File: config.mk
export PLATFORM = sky130hd
export DESIGN_NAME = servo_cart_command_supervisor
export DESIGN_NICKNAME = d
export VERILOG_FILES = /design/src/rtl/scs_pkg.sv /design/src/rtl/servo_cart_command_supervisor.sv /design/src/rtl/scs_front.sv /design/src/rtl/scs_queue.sv /design/src/rtl/scs_back.sv
export SDC_FILE = /design/constraint.sdc
export NUM_CORES = 2
export LEC_CHECK = 0
export BUFFER_PORTS_ARGS = -buffer_cell sky130_fd_sc_hd__buf_2
export CAP_MARGIN = 20
export CORE_UTILIZATION = 55
export DETAILED_ROUTE_END_ITERATION = 10
export PLACE_DENSITY = 0.81
export SETUP_SLACK_MARGIN = 0.2
export SLEW_MARGIN = 20
export SYNTH_ARGS = -nofsm -noshare
export SYNTH_HDL_FRONTEND = slang
export SYNTH_SLANG_ARGS = --single-unit
File: constraint.sdc
create_clock -name clock -period 17.7 [get_ports clock]
set_clock_uncertainty 0.1 [all_clocks]
set_input_delay 2.655 -clock clock [delete_from_list [all_inputs] [get_ports clock]]
set_output_delay 2.655 -clock clock [all_outputs]
set_load 0.01 [all_outputs]
File: src/rtl/scs_pkg.sv
// ----------------------------------------------------------------------------
// scs_pkg
// Types and constants shared by the servo cart command supervisor modules.
// ----------------------------------------------------------------------------
package scs_pkg;

   // request payload, one control tick
   typedef struct packed {
      logic signed [31:0] motor_position;
      logic signed [31:0] motor_velocity;
      logic               new_command;
      logic signed [7:0]  command_code;
      logic signed [31:0] command_value;
   } req_type;

   // result payload
   typedef struct packed {
      logic [1:0]         drive_kind;
      logic signed [31:0] drive_value;
      logic [2:0]         operating_mode;
      logic               finished;
   } rsp_type;

   // register indexes of the csr port
   localparam logic [2:0] CSR_TIMEOUT       = 3'd0;
   localparam logic [2:0] CSR_RECENTER_GAIN = 3'd1;
   localparam logic [2:0] CSR_IDLE_GAIN     = 3'd2;
   localparam logic [2:0] CSR_POS_THRESH    = 3'd3;
   localparam logic [2:0] CSR_VEL_THRESH    = 3'd4;
   localparam logic [2:0] CSR_IDLE_THRESH   = 3'd5;

   // register reset values
   localparam logic [15:0] TIMEOUT_RESET       = 16'd100;
   localparam logic [15:0] GAIN_RESET          = 16'd3840;
   localparam logic [30:0] POS_THRESH_RESET    = 31'd164;
   localparam logic [30:0] VEL_THRESH_RESET    = 31'd1638;
   localparam logic [30:0] IDLE_THRESH_RESET   = 31'd1311;

   // drive kinds
   localparam logic [1:0] KIND_NONE  = 2'd0;
   localparam logic [1:0] KIND_ACCEL = 2'd1;
   localparam logic [1:0] KIND_VEL   = 2'd2;

   // operating mode codes as reported
   localparam logic [2:0] MODE_CODE_EXECUTE     = 3'd0;
   localparam logic [2:0] MODE_CODE_RECENTER    = 3'd1;
   localparam logic [2:0] MODE_CODE_IDLE        = 3'd2;
   localparam logic [2:0] MODE_CODE_TERMINATING = 3'd3;
   localparam logic [2:0] MODE_CODE_STOPPED     = 3'd4;

   // command codes
   localparam logic signed [7:0] CMD_RECENTER = 8'sd0;
   localparam logic signed [7:0] CMD_ACCEL    = 8'sd1;
   localparam logic signed [7:0] CMD_VEL      = 8'sd2;

   // supervisor mode, one-hot
   typedef enum logic [4:0] {
      MODE_EXECUTE     = 5'b00001,
      MODE_RECENTER    = 5'b00010,
      MODE_IDLE        = 5'b00100,
      MODE_TERMINATING = 5'b01000,
      MODE_STOPPED     = 5'b10000
   } mode_type;

   // how the back end forms the drive value
   typedef enum logic [1:0] {
      OP_DIRECT   = 2'd0,
      OP_RECENTER = 2'd1,
      OP_IDLE     = 2'd2
   } op_type;

   // classified request passed from front to back
   typedef struct packed {
      op_type             op;
      logic [1:0]         drive_kind;
      logic signed [32:0] operand;
      logic [2:0]         mode_code;
   } entry_type;

   // settings seen by the front end
   typedef struct packed {
      logic [15:0] timeout;
      logic [30:0] pos_thresh;
      logic [30:0] vel_thresh;
      logic [30:0] idle_thresh;
   } front_cfg_type;

   // settings seen by the back end
   typedef struct packed {
      logic [15:0] recenter_gain;
      logic [15:0] idle_gain;
   } back_cfg_type;

   function automatic logic [2:0] mode_code(input mode_type m);
      logic [2:0] c;
      case (m)
         MODE_EXECUTE:     c = MODE_CODE_EXECUTE;
         MODE_RECENTER:    c = MODE_CODE_RECENTER;
         MODE_IDLE:        c = MODE_CODE_IDLE;
         MODE_TERMINATING: c = MODE_CODE_TERMINATING;
         MODE_STOPPED:     c = MODE_CODE_STOPPED;
         default:          c = MODE_CODE_STOPPED;
      endcase
      return c;
   endfunction

   function automatic logic [31:0] mag32(input logic signed [31:0] v);
      logic [31:0] m;
      m = v[31] ? (~v + 32'd1) : v;
      return m;
   endfunction

endpackage

File: src/rtl/servo_cart_command_supervisor.sv
// ----------------------------------------------------------------------------
// servo_cart_command_supervisor
// Per-tick cart supervisor: command watchdog, mode sequencing and PD braking.
// ----------------------------------------------------------------------------
//  channel   ports                                 direction
//  request   req_push, req_full, req_data          in  (queue write side)
//  response  rsp_pop, rsp_empty, rsp_data          out (queue read side)
//  csr       csr_we, csr_addr, csr_wdata           in  (write only)
//
//  One request per cycle while req_full is low; the front decides mode in the
//  accept cycle. Responses pass the queue, then the multiply and round stages.
//  Reset (synchronous) restores mode, watchdog, stored command and registers.
//  A stalled response backs up the two back stages, then the queue, then
//  req_full rises; QUEUE_DEPTH sets how many requests the front runs ahead.
// ----------------------------------------------------------------------------
module servo_cart_command_supervisor import scs_pkg::*; #(
   parameter int QUEUE_DEPTH = 4
) (
   input  logic        clock,
   input  logic        reset,
   input  logic        req_push,
   output logic        req_full,
   input  req_type     req_data,
   output logic        rsp_empty,
   input  logic        rsp_pop,
   output rsp_type     rsp_data,
   input  logic        csr_we,
   input  logic [2:0]  csr_addr,
   input  logic [30:0] csr_wdata
);

   logic [15:0]   timeout_ff;
   logic [15:0]   recenter_gain_ff;
   logic [15:0]   idle_gain_ff;
   logic [30:0]   pos_thresh_ff;
   logic [30:0]   vel_thresh_ff;
   logic [30:0]   idle_thresh_ff;
   front_cfg_type front_cfg;
   back_cfg_type  back_cfg;
   logic          entry_push, entry_pop, entry_valid;
   entry_type     entry_in, entry_head;

   // configuration registers
   always_ff @(posedge clock) begin
      if (reset) begin
         timeout_ff       <= TIMEOUT_RESET;
         recenter_gain_ff <= GAIN_RESET;
         idle_gain_ff     <= GAIN_RESET;
         pos_thresh_ff    <= POS_THRESH_RESET;
         vel_thresh_ff    <= VEL_THRESH_RESET;
         idle_thresh_ff   <= IDLE_THRESH_RESET;
      end else if (csr_we) begin
         case (csr_addr)
            CSR_TIMEOUT:       timeout_ff       <= csr_wdata[15:0];
            CSR_RECENTER_GAIN: recenter_gain_ff <= csr_wdata[15:0];
            CSR_IDLE_GAIN:     idle_gain_ff     <= csr_wdata[15:0];
            CSR_POS_THRESH:    pos_thresh_ff    <= csr_wdata;
            CSR_VEL_THRESH:    vel_thresh_ff    <= csr_wdata;
            CSR_IDLE_THRESH:   idle_thresh_ff   <= csr_wdata;
            default: ;
         endcase
      end
   end

   assign front_cfg = '{timeout: timeout_ff, pos_thresh: pos_thresh_ff,
                        vel_thresh: vel_thresh_ff, idle_thresh: idle_thresh_ff};
   assign back_cfg  = '{recenter_gain: recenter_gain_ff, idle_gain: idle_gain_ff};

   // front: watchdog and mode sequencing
   scs_front u_front (
      .clock      (clock),
      .reset      (reset),
      .req_push   (req_push),
      .req_data   (req_data),
      .queue_full (req_full),
      .cfg        (front_cfg),
      .entry_push (entry_push),
      .entry      (entry_in)
   );

   // queue between front and back
   scs_queue #(
      .DEPTH (QUEUE_DEPTH)
   ) u_queue (
      .clock     (clock),
      .reset     (reset),
      .push      (entry_push),
      .push_data (entry_in),
      .full      (req_full),
      .pop       (entry_pop),
      .valid     (entry_valid),
      .head      (entry_head)
   );

   // back: drive arithmetic and response register
   scs_back u_back (
      .clock       (clock),
      .reset       (reset),
      .cfg         (back_cfg),
      .entry_valid (entry_valid),
      .entry       (entry_head),
      .entry_pop   (entry_pop),
      .rsp_empty   (rsp_empty),
      .rsp_pop     (rsp_pop),
      .rsp_data    (rsp_data)
   );

endmodule

File: src/rtl/scs_front.sv
// ----------------------------------------------------------------------------
// scs_front
// Watchdog, command store and mode sequencer; classifies each request.
// ----------------------------------------------------------------------------
module scs_front import scs_pkg::*; (
   input  logic          clock,
   input  logic          reset,
   input  logic          req_push,
   input  req_type       req_data,
   input  logic          queue_full,
   input  front_cfg_type cfg,
   output logic          entry_push,
   output entry_type     entry
);

   mode_type          mode_ff, mode_in;
   logic [15:0]       ticks_ff, ticks_in;
   logic              first_ff;
   logic signed [7:0] code_ff, code_in;
   logic [31:0]       value_ff, value_in;
   mode_type          mode_wd;
   logic              near_center;
   logic              idle_stopped;

   assign entry_push = req_push && !queue_full;

   // command store and watchdog count
   always_comb begin
      if (req_data.new_command) begin
         code_in  = req_data.command_code;
         value_in = req_data.command_value;
         ticks_in = '0;
      end else begin
         code_in  = code_ff;
         value_in = value_ff;
         ticks_in = (ticks_ff != 16'hFFFF) ? ticks_ff + 16'd1 : ticks_ff;
      end
   end

   // distance checks
   assign near_center  = (mag32(req_data.motor_velocity) < {1'b0, cfg.vel_thresh}) &&
                         (mag32(req_data.motor_position) < {1'b0, cfg.pos_thresh});
   assign idle_stopped = mag32(req_data.motor_velocity) < {1'b0, cfg.idle_thresh};

   // watchdog mode change, execute and idle only
   always_comb begin
      mode_wd = mode_ff;
      if (mode_ff == MODE_EXECUTE || mode_ff == MODE_IDLE) begin
         if (ticks_in > cfg.timeout && mode_ff != MODE_IDLE && !first_ff)
            mode_wd = MODE_IDLE;
         if (ticks_in < cfg.timeout)
            mode_wd = MODE_EXECUTE;
      end
   end

   // classify request
   always_comb begin
      mode_in          = mode_wd;
      entry.op         = OP_DIRECT;
      entry.drive_kind = KIND_NONE;
      entry.operand    = '0;
      case (mode_wd)
         MODE_EXECUTE: begin
            case (code_in)
               CMD_RECENTER: mode_in = MODE_RECENTER;
               CMD_ACCEL: begin
                  entry.drive_kind = KIND_ACCEL;
                  entry.operand    = {value_in[31], value_in};
               end
               CMD_VEL: begin
                  entry.drive_kind = KIND_VEL;
                  entry.operand    = {value_in[31], value_in};
               end
               default: mode_in = MODE_TERMINATING;
            endcase
         end
         MODE_RECENTER, MODE_TERMINATING: begin
            if (near_center) begin
               entry.drive_kind = KIND_VEL;
               mode_in = (mode_wd == MODE_RECENTER) ? MODE_IDLE : MODE_STOPPED;
            end else begin
               entry.drive_kind = KIND_ACCEL;
               entry.op         = OP_RECENTER;
               entry.operand    = {req_data.motor_position[31], req_data.motor_position} +
                                  {req_data.motor_velocity[31], req_data.motor_velocity};
            end
         end
         MODE_IDLE: begin
            entry.drive_kind = idle_stopped ? KIND_VEL : KIND_ACCEL;
            if (!idle_stopped) begin
               entry.op      = OP_IDLE;
               entry.operand = {req_data.motor_velocity[31], req_data.motor_velocity};
            end
         end
         default: mode_in = MODE_STOPPED;
      endcase
      entry.mode_code = mode_code(mode_in);
   end

   // state registers
   always_ff @(posedge clock) begin
      if (reset) begin
         mode_ff  <= MODE_EXECUTE;
         ticks_ff <= '0;
         first_ff <= 1'b1;
         code_ff  <= CMD_ACCEL;
         value_ff <= '0;
      end else if (entry_push) begin
         mode_ff  <= mode_in;
         ticks_ff <= ticks_in;
         first_ff <= 1'b0;
         code_ff  <= code_in;
         value_ff <= value_in;
      end
   end

endmodule

File: src/rtl/scs_queue.sv
// ----------------------------------------------------------------------------
// scs_queue
// Short first-in first-out queue of classified requests.
// ----------------------------------------------------------------------------
module scs_queue import scs_pkg::*; #(
   parameter int DEPTH = 4
) (
   input  logic      clock,
   input  logic      reset,
   input  logic      push,
   input  entry_type push_data,
   output logic      full,
   input  logic      pop,
   output logic      valid,
   output entry_type head
);

   localparam int PTR_W = (DEPTH > 1) ? $clog2(DEPTH) : 1;
   localparam int CNT_W = $clog2(DEPTH + 1);
   localparam logic [PTR_W-1:0] LAST = PTR_W'(DEPTH - 1);

   entry_type        slot_ff [DEPTH];
   logic [PTR_W-1:0] wr_ptr_ff, rd_ptr_ff;
   logic [CNT_W-1:0] count_ff;
   logic             do_push, do_pop;

   assign full    = (count_ff == CNT_W'(DEPTH));
   assign valid   = (count_ff != '0);
   assign head    = slot_ff[rd_ptr_ff];
   assign do_push = push && !full;
   assign do_pop  = pop && valid;

   // storage
   always_ff @(posedge clock) begin
      if (do_push)
         slot_ff[wr_ptr_ff] <= push_data;
   end

   // pointers and fill count
   always_ff @(posedge clock) begin
      if (reset) begin
         wr_ptr_ff <= '0;
         rd_ptr_ff <= '0;
         count_ff  <= '0;
      end else begin
         if (do_push)
            wr_ptr_ff <= (wr_ptr_ff == LAST) ? '0 : wr_ptr_ff + 1'b1;
         if (do_pop)
            rd_ptr_ff <= (rd_ptr_ff == LAST) ? '0 : rd_ptr_ff + 1'b1;
         if (do_push && !do_pop)
            count_ff <= count_ff + 1'b1;
         else if (do_pop && !do_push)
            count_ff <= count_ff - 1'b1;
      end
   end

endmodule

File: src/rtl/scs_back.sv
// ----------------------------------------------------------------------------
// scs_back
// Drive computation: gain multiply, then round and saturate into the result.
// ----------------------------------------------------------------------------
module scs_back import scs_pkg::*; (
   input  logic         clock,
   input  logic         reset,
   input  back_cfg_type cfg,
   input  logic         entry_valid,
   input  entry_type    entry,
   output logic         entry_pop,
   output logic         rsp_empty,
   input  logic         rsp_pop,
   output rsp_type      rsp_data
);

   typedef struct packed {
      logic [1:0]         drive_kind;
      logic [2:0]         mode_code;
      logic               direct;
      logic [31:0]        direct_value;
      logic signed [49:0] product;
   } prod_type;

   prod_type           s1_ff, s1_in;
   logic               s1_valid_ff;
   rsp_type            s2_ff, s2_in;
   logic               s2_valid_ff;
   logic               s1_ready, s2_ready;
   logic [15:0]        gain;
   logic signed [50:0] rounded;
   logic [31:0]        quot;
   logic               fits;

   assign s2_ready  = !s2_valid_ff || rsp_pop;
   assign s1_ready  = !s1_valid_ff || s2_ready;
   assign entry_pop = entry_valid && s1_ready;
   assign rsp_empty = !s2_valid_ff;
   assign rsp_data  = s2_ff;

   // multiply stage
   always_comb begin
      gain               = (entry.op == OP_RECENTER) ? cfg.recenter_gain : cfg.idle_gain;
      s1_in.drive_kind   = entry.drive_kind;
      s1_in.mode_code    = entry.mode_code;
      s1_in.direct       = (entry.op == OP_DIRECT);
      s1_in.direct_value = entry.operand[31:0];
      s1_in.product      = 50'($signed({1'b0, gain}) * entry.operand);
   end

   // negate, round half up, take Q16.16 and saturate
   always_comb begin
      rounded = 51'sd128 - {s1_ff.product[49], s1_ff.product};
      fits    = (rounded[50:39] == '0) || (rounded[50:39] == '1);
      if (fits)
         quot = rounded[39:8];
      else if (rounded[50])
         quot = 32'h8000_0000;
      else
         quot = 32'h7FFF_FFFF;
      s2_in.drive_kind     = s1_ff.drive_kind;
      s2_in.drive_value    = s1_ff.direct ? s1_ff.direct_value : quot;
      s2_in.operating_mode = s1_ff.mode_code;
      s2_in.finished       = (s1_ff.mode_code == MODE_CODE_STOPPED);
   end

   // stage payload
   always_ff @(posedge clock) begin
      if (entry_pop)
         s1_ff <= s1_in;
      if (s1_valid_ff && s2_ready)
         s2_ff <= s2_in;
   end

   // stage valids
   always_ff @(posedge clock) begin
      if (reset) begin
         s1_valid_ff <= 1'b0;
         s2_valid_ff <= 1'b0;
      end else begin
         if (s1_ready)
            s1_valid_ff <= entry_valid;
         if (s2_ready)
            s2_valid_ff <= s1_valid_ff;
      end
   end

endmodule

* Word-level counts from Yosys, hierarchy flattened
Memories as Yosys holds them, arrays and structs flattened. A register that Yosys moved wholly into a read port is not among the register bits.
Cells that the tools add are included.
** Operators by class
- Add/sub/neg operators :: 9
- Multiply operators :: 1
- Order comparisons :: 5
- Eq/ne operators :: 25
- Multiplexer cells :: 35
- Bitwise logic cells :: 2
- Reductions and logical operators :: 34
** Operators with widths (count)
- 32-bit 2-to-1 mux :: 6
- 35-bit case mux with 3 select lines :: 1
- 32-bit by 31-bit less-than comparator with 1-bit output :: 3
- 35-bit case mux with 2 select lines :: 1
- 33-bit 2-to-1 mux :: 2
- 32-bit by 1-bit adder with 32-bit output, second input constant :: 2
- 32-bit inverter :: 2
- 9-bit by 50-bit subtractor with 51-bit output, first input constant :: 1
- 17-bit by 33-bit multiplier with 50-bit output :: 1
- 16-bit 2-to-1 mux :: 3
- 32-bit by 32-bit adder with 33-bit output :: 1
- 5-bit 2-to-1 mux :: 5
- 16-bit by 1-bit adder with 16-bit output, second input constant :: 1
- 16-bit greater-than comparator :: 1
- 16-bit less-than comparator :: 1
- 16-bit != test, second input constant :: 1
- 5-bit by 1-bit equality test with 1-bit output, second input constant :: 3
- 5-bit by 3-bit equality test with 1-bit output, second input constant :: 3
- 5-bit case mux with 3 select lines :: 1
- 2-bit 2-to-1 mux :: 7
- 12-bit equality test, second input constant :: 1
- 3-bit equality test, second input constant :: 4
- 12-bit zero test :: 1
- 3-bit case mux with 4 select lines :: 1
- 27 further kinds :: 58
** Storage, ports and cells
- Flip-flop bits (word level) :: 338
- RAM bits :: 160
- Logic and storage cells :: 137
- Memories :: 1
** Memories
- u_queue.slot_ff :: depth 4, bits a word 40, rd ports 1, clocked after memory_dff 1, wr ports 1, RTL line scs_queue.sv:22 : entry_type slot_ff [DEPTH];

* Longest topological paths before layout
- Depth in word-level cells :: 15
- Depth in mapped cells :: 31

* Modules after synthesis
Synthesis repeated with hierarchy kept, for this count alone.
** Unflattened totals
- Cells, all modules :: 4497
- Area, all modules :: 44616.5 um2
** By module, submodules not included
- scs_back :: instances 1, cells an instance 2475, area each 23687.7 um2
- scs_front :: instances 1, cells an instance 1247, area each 9086.2 um2
- scs_queue :: instances 1, cells an instance 259, area each 6252.2 um2
- servo_cart_command_supervisor :: instances 1, cells an instance 516, area each 5590.4 um2

* Worst setup path before layout
Ideal clock, no wire load.
- Path kind :: input to register
- From :: input rsp_pop
- To :: register u_queue.count_ff[2]
- Setup time :: 0.070 ns
- Arrival :: 8.694 ns
- Data required time :: 17.530 ns
- Path slack :: 8.835 ns
- Stages on the path :: 9
- Path buffers :: 0
- Cell sequence :: nor2_1 > a21oi_1 > inv_1 > ha_1 > inv_1 > fa_1 > xor2_1 > or3_1 > a21oi_1
** Between the ends
- Cells in the longest elaborated chain, start to end :: 7
- Elaborated cells between the ends (all ways) :: 9
- Classes of those cells :: mux (1); reduce/logical (8)
** RTL lines
- start, declared :: RTL line servo_cart_command_supervisor.sv:25 : input logic rsp_pop,
- 1-bit logical OR * :: RTL line scs_back.sv:35 : assign s2_ready = !s2_valid_ff || rsp_pop;
- 1-bit logical OR * :: RTL line scs_back.sv:36 : assign s1_ready = !s1_valid_ff || s2_ready;
- 1-bit logical AND * :: RTL line scs_back.sv:37 : assign entry_pop = entry_valid && s1_ready;
- net entry_pop :: RTL line servo_cart_command_supervisor.sv:40 : logic entry_push, entry_pop, entry_valid;
- 1-bit logical AND * :: RTL line scs_queue.sv:31 : assign do_pop = pop && valid;
- 1-bit zero test :: RTL line scs_queue.sv:50 : if (do_push && !do_pop)
- 1-bit logical AND :: RTL line scs_queue.sv:50
- 3-bit 2-to-1 mux / 2-bit nonzero test (equally long branches)
- end signal, assigned :: RTL line scs_queue.sv:51 : count_ff <= count_ff + 1'b1;
- end signal, assigned :: RTL line scs_queue.sv:53 : count_ff <= count_ff - 1'b1;
- end, declared :: RTL line scs_queue.sv:24 : logic [CNT_W-1:0] count_ff;
Mark *: on every way through the listed nets, which the timed path passes. The rest lies on a longest branch.
A chain may end at the register's enable or synchronous reset.

==> results by group <==
Yosys
  • Synth Net Count: between 5,000 and 6,000
  • Post-Syn Area: ~44,000 um2
  • Synth async-reset ratio: 0
  • Sequential share of the synthesized area: 0.294
  • YS warnings: 0
  • Post-synth cell types: 87
  • Cells after synthesis: between 4,000 and 5,000
  • Avg Inst Size Synth: approximately 9.5 um2
  • Number of synthesized flops with an enable pin: 286
  • Synth Register Bits: 500
  • Primary FF master, synth: edfxtp_1

Layout
  • Final net count: around 5,600
  • Final Util: 0.601
  • Most frequent cells in the layout: nand2_1 (834), inv_1 (757), fa_1 (505)
  • Layout area overhead: 8.18%
  • Most common cell after layout, fill and taps aside: nand2_1
  • Layout cell share with drive strength beyond 1: 0.0913
  • Non-filler instance count after layout: 5,794

Detailed routing
  • Post-route antenna net violation count: 0
  • DRT Pass-1 Iters: 6
  • DRT Wirelength: between 100,000 and 150,000 um
  • Vias: ~34,000
  • Mean routed wirelength per cell: roughly 20 um
  • Drt drc: 0
  • Drt initial violations: around 3,400
  • Via density: 5.80

Setup path
  • Worst path bufs/invs: 7
  • Worst Setup End Kind: register
  • CP most frequent cell: fa_1
  • CP max stage delay: around 850 ps
  • Startpoint types: register
  • Maximum fanout along the worst path: 38
  • Arrival time at the worst endpoint: 9870 ps
  • Required @ worst endpoint: 17,970 ps
  • Slowest stage cell on the critical path: mux2_2
  • Worst setup path class: reg2reg
  • CP top delay family: adder cells

Global route
  • Largest net degree at the start of global routing: roughly 140
  • First-pass GRT wire length: 183,000 um
  • Overflow after GRT: 0
  • Total Routing Usage GR: 0.288
  • Initial antenna violation count: 9
  • Vias in the first global route: around 34,000

Floorplanning
  • Die Height: about 280 um
  • CORE AREA: 79,000 um2
  • Starting Density: 0.555
  • Die area: just over 80,000 um2
  • Row cnt: 103
  • Die X: 284 um
  • I/O pin count: 184

Placement
  • Port bufs: around 180
  • DP HPWL: between 80,000 and 90,000 um
  • Final GP Congestion: between 0.9 and 1
  • Pre-CTS setup slack: slightly above 8000 ps
  • Post-Place Cells: ~5,700

Clock tree
  • Htree depth: 2
  • TritonCTS Buffers: 53
  • Clk buf depth: 3
  • Postcts setup bufs: 0
  • Root buffer cell: clkbuf_16
  • Worst-Skew Late Latency: approximately 660 ps
  • # hold bufs at CTS: 0
  • Sink Count: 500
  • Post-CTS sizing: 0
  • Clock slew at reported path FFs: about 60 ps
  • CTS tree: yes

Job
  • Max Cap Viol: 0

STA
  • Max_slew headroom: 0.241
  • RSZ-0062 raised after global routing: false
  • Final Max Tran Viols: 0
  • Hold Vio Cnt, Final: 0
  • Setup WS post-layout: slightly above 8000 ps
  • Tcrit/Tclk final: 0.543
  • Final TNS setup: 0 ps
  • Worst Tran Pin Value: about 1100 ps
  • Max frequency: roughly 100 MHz
  • Minimum clock period: slightly below 10,000 ps
  • Setup-failing EPs final: 0

Hold path
  • HP Class: reg2reg

Run status
  • Status: complete, no violations
## layout make-up
| class | count | area [um2] |
|---|---|---|
| clock buffer | 59 | 1370 |
| fill | 6428 | 31600 |
| multi-input combinational | 3163 | 27400 |
| sequential | 500 | 12900 |
| timing repair buffer | 215 | 1160 |
| tap | 1050 | 1310 |
| inverter | 764 | 2870 |
| antenna | 2 | 5.00 |
| clock inverter | 41 | 444 |
## synth_stat cells (all sizes together) (20+ instances only)
library cell	count	area (um2)
nand2	835	3140
inv	758	2850
fa	505	10100
edfxtp	286	8590
a21oi	283	1420
ha	266	3330
dfxtp	214	4280
clkbuf	177	666
nor2	172	648
xnor2	133	1160
o21ai	103	519
and2	94	591
nor2b	72	450
mux2i	57	571
a21o	50	375
nor3	50	262
nand3	43	220
xor2	39	342
a221o	33	365
mux4	32	721
nand3b	30	225
nand4	29	196
nand2b	25	159
buf	24	118
o221ai	24	210
mux2	23	259
o21a	23	173
o31ai	23	173
nor4	20	138
## cells by family (layout without fill, tap and decap cells)
family | count (synthesis) | after routing | synth area share
compound gates | 662 | 662 | 0.0967
xor+xnor | 172 | 172 | 0.0344
fa+ha+maj | 771 | 771 | 0.306
buf+inv | 965 | 1079 | 0.0833
flops | 500 | 500 | 0.294
mux | 112 | 112 | 0.0354
other cells | 0 | 2 | 0
simple gates | 1446 | 1446 | 0.150
## layer usage
layer	track usage	routed length (um)	up-vias
met2	0.467	53300	1765
met4	0.110	4750	14
met5	0	93	-
li1	-	-	15180
met1	0.382	45600	16354
met3	0.0575	11800	321
## worst register-to-register path, delay by kind of cell, from the launching register on
| kind | cells | cell delay (ps) |
|---|---|---|
| compound gates | 7 | 2000 |
| simple gates | 3 | 560 |
| buf+inv | 7 | 1260 |
| xor+xnor | 1 | 150 |
| flops | 1 | 500 |
| fa+ha+maj | 7 | 3230 |
| mux | 2 | 1500 |
## per-stage QoR
step,hold slack (ps),cell area [um2]
2_1_floorplan,300,43900
3_3_place_gp,307,45600
3_5_place_dp,305,45600
4_1_cts,345,47400
5_1_grt,346,47400
6_report,354,47400
## state kept, by name, summed over array words and instances, names as in the netlist, 3 cells and up, named ones only
register and flops:
idle_gain_ff 16, idle_thresh_ff 31, pos_thresh_ff 31, recenter_gain_ff 16
timeout_ff 16, u_back.rsp_data 38, u_back.s1_ff 88, u_front.code_ff 8
u_front.mode_ff 5, u_front.ticks_ff 16, u_front.value_ff 32, u_queue.count_ff 3
u_queue.slot_ff 160, vel_thresh_ff 31
## final timing paths
kind              depth (start not counted)                            end  slack [ps]                       start
setup / recovery                         27     u_back.s1_ff[43]$_DFFE_PP_        8100                    register
hold / removal                            0  u_back.rsp_data[36]$_DFFE_PP_         350  u_back.s1_ff[86]$_DFFE_PP_
setup reg to reg                         27     u_back.s1_ff[43]$_DFFE_PP_        8100                    register
hold reg to reg                           0  u_back.rsp_data[36]$_DFFE_PP_         350  u_back.s1_ff[86]$_DFFE_PP_
Power is not shown: default switching activity piles up to over one toggle a cycle in this logic, so the estimate is an artifact.
